===== config.mk =====
export PLATFORM = sky130hd
export DESIGN_NAME = slhb_core
export DESIGN_NICKNAME = d
export VERILOG_FILES = /design/src/hw/rtl/slhb_pkg.sv /design/src/hw/rtl/slhb_core.sv
export SDC_FILE = /design/constraint.sdc
export NUM_CORES = 1
export LEC_CHECK = 0
export ABC_AREA = 1
export BUFFER_PORTS_ARGS = -buffer_cell sky130_fd_sc_hd__buf_2
export CAP_MARGIN = 20
export CELL_PAD_IN_SITES_DETAIL_PLACEMENT = 1
export CELL_PAD_IN_SITES_GLOBAL_PLACEMENT = 2
export CORE_MARGIN = 8
export CORE_UTILIZATION = 34
export DETAILED_ROUTE_END_ITERATION = 12
export PLACE_DENSITY = 0.91
export SLEW_MARGIN = 20
export SYNTH_ARGS = -nofsm -noshare
export SYNTH_HDL_FRONTEND = slang
export SYNTH_SLANG_ARGS = --single-unit

===== constraint.sdc =====
create_clock -name aclk -period 3.7 [get_ports aclk]
set_clock_uncertainty 0.05 [all_clocks]
set_input_delay 0 -clock aclk [delete_from_list [all_inputs] [get_ports aclk]]
set_output_delay 0 -clock aclk [all_outputs]
set_load 0.02 [all_outputs]

===== src/hw/rtl/slhb_pkg.sv =====
package slhb_pkg;

    localparam int HEAD_CHARS = 5;
    localparam int HEAD_IDX_W = $clog2(HEAD_CHARS);
    localparam int LEN_W      = 4;
    localparam logic [LEN_W-1:0] LEN_MAX = 4'd15;

    localparam logic [1:0] ACT_TICK = 2'd0;
    localparam logic [1:0] ACT_RX   = 2'd1;
    localparam logic [1:0] ACT_SEND = 2'd2;

    localparam logic [1:0] TRIP_NONE  = 2'd0;
    localparam logic [1:0] TRIP_PORT  = 2'd1;
    localparam logic [1:0] TRIP_ESTOP = 2'd2;
    localparam logic [1:0] TRIP_WRONG = 2'd3;

    localparam logic [7:0] CH_PLUS    = 8'h2B;
    localparam logic [7:0] CH_MINUS   = 8'h2D;
    localparam logic [7:0] CH_E       = 8'h45;
    localparam logic [7:0] CH_A       = 8'h41;
    localparam logic [7:0] CH_C       = 8'h43;
    localparam logic [7:0] CH_K       = 8'h4B;
    localparam logic [7:0] CH_S       = 8'h53;
    localparam logic [7:0] CH_T       = 8'h54;
    localparam logic [7:0] CH_O       = 8'h4F;
    localparam logic [7:0] CH_P       = 8'h50;
    localparam logic [7:0] CH_SPACE   = 8'h20;
    localparam logic [7:0] CH_NEWLINE = 8'h0A;

    localparam logic [7:0] LIMIT_RESET = 8'd10;
    localparam logic [7:0] COUNT_MAX   = 8'd255;

    typedef struct packed {
        logic [1:0] action;
        logic       heartbeat_level;
        logic       tripped;
        logic       port_fault;
        logic [7:0] rx_byte;
        logic [7:0] command_byte;
    } item_t;

    typedef struct packed {
        logic       tx_valid;
        logic [7:0] tx_byte;
        logic [1:0] trip_request;
        logic       send_accepted;
        logic       ack_waiting;
        logic [7:0] wrong_ack_total;
        logic       last;
    } result_t;

    typedef struct packed {
        result_t    first;
        result_t    second;
        logic [1:0] count;
    } result_pair_t;

endpackage


===== src/hw/rtl/slhb_core.sv =====
module slhb_core
    import slhb_pkg::*;
(
    input  logic         aclk,
    input  logic         aresetn,
    input  logic         cfg_we,
    input  logic [7:0]   cfg_data,
    input  logic         fire,
    input  item_t        item,
    output result_pair_t res
);

    logic [7:0]       limit_reg;
    logic [7:0]       pend_char_reg, pend_char_next;
    logic             pend_reg, pend_next;
    logic             link_reg, link_next;
    logic [LEN_W-1:0] len_reg, len_next;
    logic [7:0]       wrong_reg, wrong_next;
    logic [7:0]       line_head_reg [HEAD_CHARS];

    logic                  head_we;
    logic [HEAD_IDX_W-1:0] head_idx;
    logic                  is_ack, is_estop, ack_match;
    logic [1:0]            trip;
    logic [7:0]            hb_char;
    logic                  send_hb, send_e, send_cmd;

    assign head_idx = len_reg[HEAD_IDX_W-1:0];

    assign is_ack = (len_reg >= LEN_W'(3)) && line_head_reg[0] == CH_A
                    && line_head_reg[1] == CH_C && line_head_reg[2] == CH_K;
    assign is_estop = (len_reg >= LEN_W'(5)) && line_head_reg[0] == CH_E
                    && line_head_reg[1] == CH_S && line_head_reg[2] == CH_T
                    && line_head_reg[3] == CH_O && line_head_reg[4] == CH_P;
    assign ack_match = pend_reg && len_reg == LEN_W'(5)
                    && line_head_reg[3] == CH_SPACE && line_head_reg[4] == pend_char_reg;
    assign hb_char = item.heartbeat_level ? CH_PLUS : CH_MINUS;

    always_comb begin
        pend_char_next = pend_char_reg;
        pend_next      = pend_reg;
        link_next      = link_reg;
        len_next       = len_reg;
        wrong_next     = wrong_reg;
        head_we        = 1'b0;
        trip           = TRIP_NONE;
        send_hb        = 1'b0;
        send_e         = 1'b0;
        send_cmd       = 1'b0;

        unique case (item.action)
            ACT_TICK: begin
                if (link_reg) begin
                    if (!pend_reg) begin
                        send_hb        = 1'b1;
                        send_e         = item.tripped;
                        pend_char_next = item.tripped ? CH_E : hb_char;
                        pend_next      = 1'b1;
                    end
                    if (item.port_fault) begin
                        link_next = 1'b0;
                        trip      = TRIP_PORT;
                    end
                end
                if (trip == TRIP_NONE && wrong_reg > limit_reg && !item.tripped) begin
                    trip = TRIP_WRONG;
                end
            end
            ACT_RX: begin
                if (item.rx_byte == CH_NEWLINE) begin
                    if (is_ack) begin
                        if (ack_match) begin
                            pend_next = 1'b0;
                        end else if (wrong_reg != COUNT_MAX) begin
                            wrong_next = wrong_reg + 8'd1;
                        end
                    end else if (is_estop) begin
                        trip = TRIP_ESTOP;
                    end
                    len_next = '0;
                end else begin
                    head_we = len_reg < LEN_W'(HEAD_CHARS);
                    if (len_reg != LEN_MAX) begin
                        len_next = len_reg + LEN_W'(1);
                    end
                end
            end
            ACT_SEND: begin
                if (link_reg && !pend_reg) begin
                    send_cmd       = 1'b1;
                    pend_char_next = item.command_byte;
                    pend_next      = 1'b1;
                end else if (pend_reg && wrong_reg != COUNT_MAX) begin
                    wrong_next = wrong_reg + 8'd1;
                end
            end
            default: begin
            end
        endcase
    end

    // Both results carry the state as it stands after this request.
    always_comb begin
        res.first                 = '0;
        res.first.ack_waiting     = pend_next;
        res.first.wrong_ack_total = wrong_next;
        res.second                = res.first;
        res.count                 = 2'd1;
        if (send_e) begin
            res.first.tx_valid      = 1'b1;
            res.first.tx_byte       = hb_char;
            res.second.tx_valid     = 1'b1;
            res.second.tx_byte      = CH_E;
            res.second.trip_request = trip;
            res.second.last         = 1'b1;
            res.count               = 2'd2;
        end else begin
            res.first.tx_valid      = send_hb || send_cmd;
            res.first.tx_byte       = send_cmd ? item.command_byte
                                    : (send_hb ? hb_char : 8'd0);
            res.first.trip_request  = trip;
            res.first.send_accepted = send_cmd;
            res.first.last          = 1'b1;
        end
    end

    always_ff @(posedge aclk) begin
        if (!aresetn) begin
            limit_reg     <= LIMIT_RESET;
            pend_char_reg <= '0;
            pend_reg      <= 1'b0;
            link_reg      <= 1'b1;
            len_reg       <= '0;
            wrong_reg     <= '0;
        end else begin
            if (cfg_we) begin
                limit_reg <= cfg_data;
            end
            if (fire) begin
                pend_char_reg <= pend_char_next;
                pend_reg      <= pend_next;
                link_reg      <= link_next;
                len_reg       <= len_next;
                wrong_reg     <= wrong_next;
            end
        end
    end

    always_ff @(posedge aclk) begin
        if (fire && head_we) begin
            line_head_reg[head_idx] <= item.rx_byte;
        end
    end

endmodule


Word-level counts from Yosys, hierarchy flattened --
Memories as Yosys holds them, arrays and structs flattened. Index checks and enable logic that the tools add are counted.
Storage, ports and cells: register bits after elaboration 30, bits in latches 0, memory bits (writable) 40, memory bits (read-only) 0, bits of input ports 33, output and inout bits 46, word-level logic and storage cells 108, memories kept 1
Operators by class: add/subtract/negate cells 2, $mul 0, div/mod/pow operators 0, $lt $le $gt $ge 4, eq/ne operators 19, shifts and indexed selects 0, muxes and demuxes 50, bitwise gates (word level) 0, reductions and logical operators 26
Memory list:
- line_head_reg | depth 5, bits a word 8, rd ports 5, clocked after Yosys merged registers in 0, write ports 1, line slhb_core.sv:19 | logic [7:0] line_head_reg [HEAD_CHARS];
Operators by type and width (number):
- 8-bit 2-to-1 mux | 10
- 8-bit by 7-bit equality test with 1-bit output, second input constant | 8
- 8-bit one-hot mux with 2 select lines | 2
- 1-bit 2-to-1 mux | 22
- 1-bit logical AND | 16
- 11-bit 2-to-1 mux | 1
- 2-bit 2-to-1 mux | 5
- 3-bit 2-to-1 mux | 3
- 9-bit 2-to-1 mux | 1
- 8-bit by 1-bit adder with 8-bit output, second input constant | 1
- 8-bit by 4-bit equality test with 1-bit output, second input constant | 1
- 8-bit by 6-bit equality test with 1-bit output, second input constant | 1
- 8-bit equality test | 1
- 8-bit > comparator | 1
- 4-bit 2-to-1 mux | 2
- 8-bit inequality test, second input constant | 1
- 7-bit 2-to-1 mux | 1
- 6-bit 2-to-1 mux | 1
- 2-bit inequality test, second input constant | 3
- 5-bit AND reduction | 1
- 4-bit by 1-bit adder with 4-bit output, second input constant | 1
- 4-bit by 3-bit equality test with 1-bit output, second input constant | 1
- 4-bit by 2-bit greater-or-equal comparator with 1-bit output, second input constant | 1
- 4-bit by 3-bit greater-or-equal comparator with 1-bit output, second input constant | 1
- other kinds (12) | 15

Logic depth before layout (Yosys ltp) --
An unclocked memory read counts as a cell.
depth in word-level cells 12, mapped depth 16, gate-level depth less buffers 15

Worst setup path before layout --
No wires, ideal clock.
path type reg-to-reg, start point register len_reg[0], end point memory line_head_reg[4][0] (enable), setup time 0.395 ns, arrival time 1.771 ns, required time 3.255 ns, setup slack 1.484 ns, stages on the path, launching flop included 7, path buffers 0, clock period less this slack 2.216 ns, cells stage by stage dfxtp_1 inv_1 ha_1 o21ai_0 inv_1 nand4_1 nor4_1
On the way: word-level cells in the longest chain between the ends 6
RTL lines:
- start: declaration | line slhb_core.sv:17 | logic [LEN_W-1:0] len_reg, len_next;
- start signal: assignment | line slhb_core.sv:143 | len_reg <= len_next;
- 4-bit by 3-bit < comparator with 1-bit output | line slhb_core.sv:82 | head_we = len_reg < LEN_W'(HEAD_CHARS);
- 1-bit 2-to-1 mux | line slhb_core.sv:70 | if (item.rx_byte == CH_NEWLINE) begin
- 1-bit 2-to-1 mux | line slhb_core.sv:51 | unique case (item.action)
- 1-bit logical AND | line slhb_core.sv:150 | if (fire && head_we) begin
- 1-bit 2-to-1 mux | line slhb_core.sv:150
- 1-bit 2-to-1 mux (implied by the code) | line slhb_core.sv:151 | line_head_reg[head_idx] <= item.rx_byte;
- end: declaration | line slhb_core.sv:19
Parallel ways exist; a longest one is shown, timed or not.

==> impl_metrics.env <==
export IMPL_gr_total_overflow=0
export IMPL_ff2ff_setup_slack_ns=1.21
export IMPL_crit_type="reg -> out"
export IMPL_max_cap_violations=0
export IMPL_synth_seq_area_share=0.413
export IMPL_ir_worst_vdd_v=0.000244
export IMPL_die_width_um=129
export IMPL_clkTransAtPathRegs_ns=0.06
export IMPL_root_buffer="clkbuf_16"
export IMPL_vias=4004
export IMPL_antenna_found_initial=0
export IMPL_ys_types=48
export IMPL_finalSetupViolations=0
export IMPL_io_buffers=72
export IMPL_drtIter0Drc=121
export IMPL_cts_buffers_inserted=9
export IMPL_synth_area_um2=4360
export IMPL_fin_util=0.424
export IMPL_period_share=0.681
export IMPL_avgSynthCellArea_um2=7.57
export IMPL_grt_pass1_vias=4255
export IMPL_cts_tree="done"
export IMPL_synthCells=576
export IMPL_ys_warn_count=0
export IMPL_gp_congestion=0.850
export IMPL_hp_class="in -> reg"
export IMPL_fmax_mhz=397
export IMPL_worstPathMaxFanout=7
export IMPL_min_path_cells=3
export IMPL_drc=0
export IMPL_startpoint_type="register"
export IMPL_largest_reg_flops=40
export IMPL_cts_sinks=70
export IMPL_grt_max_degree=23
export IMPL_diodes=0
export IMPL_layout_drive_gt1_share=0.188
export IMPL_coreArea_um2=12600
export IMPL_wirelength_mm=13.3
export IMPL_required_ns=3.65
export IMPL_crit_slowest_cell="dfxtp_1"
export IMPL_postCtsSetupBuffers=0
export IMPL_initial_utilization=0.347
export IMPL_end_kind="output port"
export IMPL_slew_viol_final=0
export IMPL_ys_ff_latch=70
export IMPL_setup_tns_ns=0
export IMPL_critPathMaxStageDelay_ns=0.47
export IMPL_reg2reg_depth=6
export IMPL_power_mw=2.05
export IMPL_track_usage=0.165
export IMPL_grt_pass1_wl_mm=21.4
export IMPL_status="finished clean"
export IMPL_critPathArrivalTime_ns=2.47
export IMPL_tightest_slew_ns=1.01
export IMPL_rows=41
export IMPL_max_slew_margin_rel=0.323
export IMPL_ys_flop_type="edfxtp_1"
export IMPL_path_cells="ha_1 -> inv_1 -> nand3_1 -> inv_2 -> nor2_2 -> nand2_1 -> nor2_4 -> nand2_2 -> nor2_2 -> nand2_1 -> nand3_1 -> nand2_1 -> nand2_1 -> inv_1 -> buf_2"
export IMPL_nets=710
export IMPL_p_per_area_nw_per_um2=384
export IMPL_dieArea_um2=16700
export IMPL_cpMostUsedCell="nand2_1"
export IMPL_grt_setup_unrepaired="false"
export IMPL_min_period_ns=2.52
export IMPL_wl_per_cell_um=15.9
export IMPL_ant_nets=0
export IMPL_die_h_um=129
export IMPL_hold_violations=0
export IMPL_async_reset_ff_frac=0
export IMPL_viasPerCell=4.78
export IMPL_cts_path_max_buffers=2
export IMPL_worstSkewPairLatency_ns=0.34
export IMPL_syn2layout_area_growth_pct=22.1
export IMPL_ios=79
export IMPL_leakagePower_nw=2.43
export IMPL_htreeDepth=3
export IMPL_hpwl_mm=9.92
export IMPL_synth_edf_count=40
export IMPL_drt_first_pass_iters=4
-- placed cells by master, fill, tap and decap left out, drive strengths merged, types with 2 or more instances in the layout --
cell and count:
a211oi 7, a21oi 35, a221oi 3, a22oi 2
buf 73, clkbuf 10, clkinv 3, clkinvlp 2
conb 6, dfxtp 30, dlygate4sd3 30, edfxtp 40
ha 16, inv 110, nand2 141, nand3 22
nand4 14, nor2 55, nor3 16, nor4 7
o211ai 4, o21ai 29, xor2 3
-- per-stage QoR --
stage / setup WS [ns] / cell area, µm² / cells / hold WS, ns
4_1_cts: 1.20 / 5320 / 838 / 0.0194
5_1_grt: 0.901 / 5330 / 838 / 0.0698
2_1_floorplan: 1.48 / 4380 / 581 / 0.0489
3_3_place_gp: 1.42 / 4740 / 792 / 0.172
3_5_place_dp: 1.29 / 4740 / 792 / 0.183
6_report: 1.18 / 5330 / 838 / 0.0365
-- where the power goes --
| group | internal [mW] | switching, mW |
|---|---|---|
| registers | 0.849 | 0.0298 |
| logic | 0.129 | 0.240 |
| clock network | 0.458 | 0.341 |
-- cells by family (layout without fill, tap and decap cells) --
logic type | count (synthesis) | count (layout) | synth area share
xor gates and xnor gates | 3 | 3 | 0.00603
and+or+nand+nor | 259 | 259 | 0.273
adders and majority gates | 16 | 16 | 0.0459
AOI/OAI and AO/OA | 84 | 84 | 0.115
buffers and inverters | 143 | 228 | 0.147
DFF | 70 | 70 | 0.413
other | 1 | 6 | 0.000860
-- Yosys cell counts (7+ instances only) --
cell type | instances | share of area
buf_4 | 23 | 0.040
edfxtp_1 | 40 | 0.28
dfxtp_1 | 30 | 0.14
o21ai_0 | 26 | 0.030
a211oi_1 | 7 | 0.012
nor3_1 | 14 | 0.016
ha_1 | 16 | 0.046
nor4_1 | 7 | 0.010
nand3_1 | 20 | 0.023
inv_2 | 7 | 0.0060
a21oi_1 | 31 | 0.036
nand2_1 | 133 | 0.11
inv_1 | 100 | 0.086
nor2_1 | 49 | 0.042
nand4_1 | 13 | 0.019
-- per-layer routing --
metal | track usage | up-vias | wire (µm)
li1 | - | 2008 | -
met5 | 0 | - | 0
met4 | 0.0574 | 0 | 158
met3 | 0.0444 | 12 | 772
met2 | 0.289 | 82 | 6490
met1 | 0.190 | 1902 | 5920
-- layout make-up --
cell class	instances	area (µm²)
inverter	109	415
multi-input combinational	368	1950
fill	1603	7240
clock inverter	6	46.3
sequential	70	1800
timing repair buffer	103	668
clock buffer	10	229
tap	172	215
-- worst max-delay path, delay by kind of cell, from the launching register on --
| kind | cells | cell delay [ns] |
|---|---|---|
| adder cells (fa/ha/maj) | 1 | 0.22 |
| buffers and inverters | 4 | 0.35 |
| flip-flops | 1 | 0.47 |
| AND/OR/NAND/NOR | 10 | 1.09 |
-- path summary, 6_finish.rpt --
kind                                       endpoint         start
worst min-delay path               pend_char_reg[1]      item[18]
worst max register to register  line_head_reg[3][4]    len_reg[0]
worst max-delay path                        res[26]    len_reg[0]
worst min register to register         limit_reg[7]  limit_reg[7]
-- repair_timing --
action / 4_1_cts / 5_1_grt
endpoints found under the hold margin: 56 / 0
resized for setup: 0 / 0
hold buffers: 30 / 0
(Power assumes the default switching activity.)
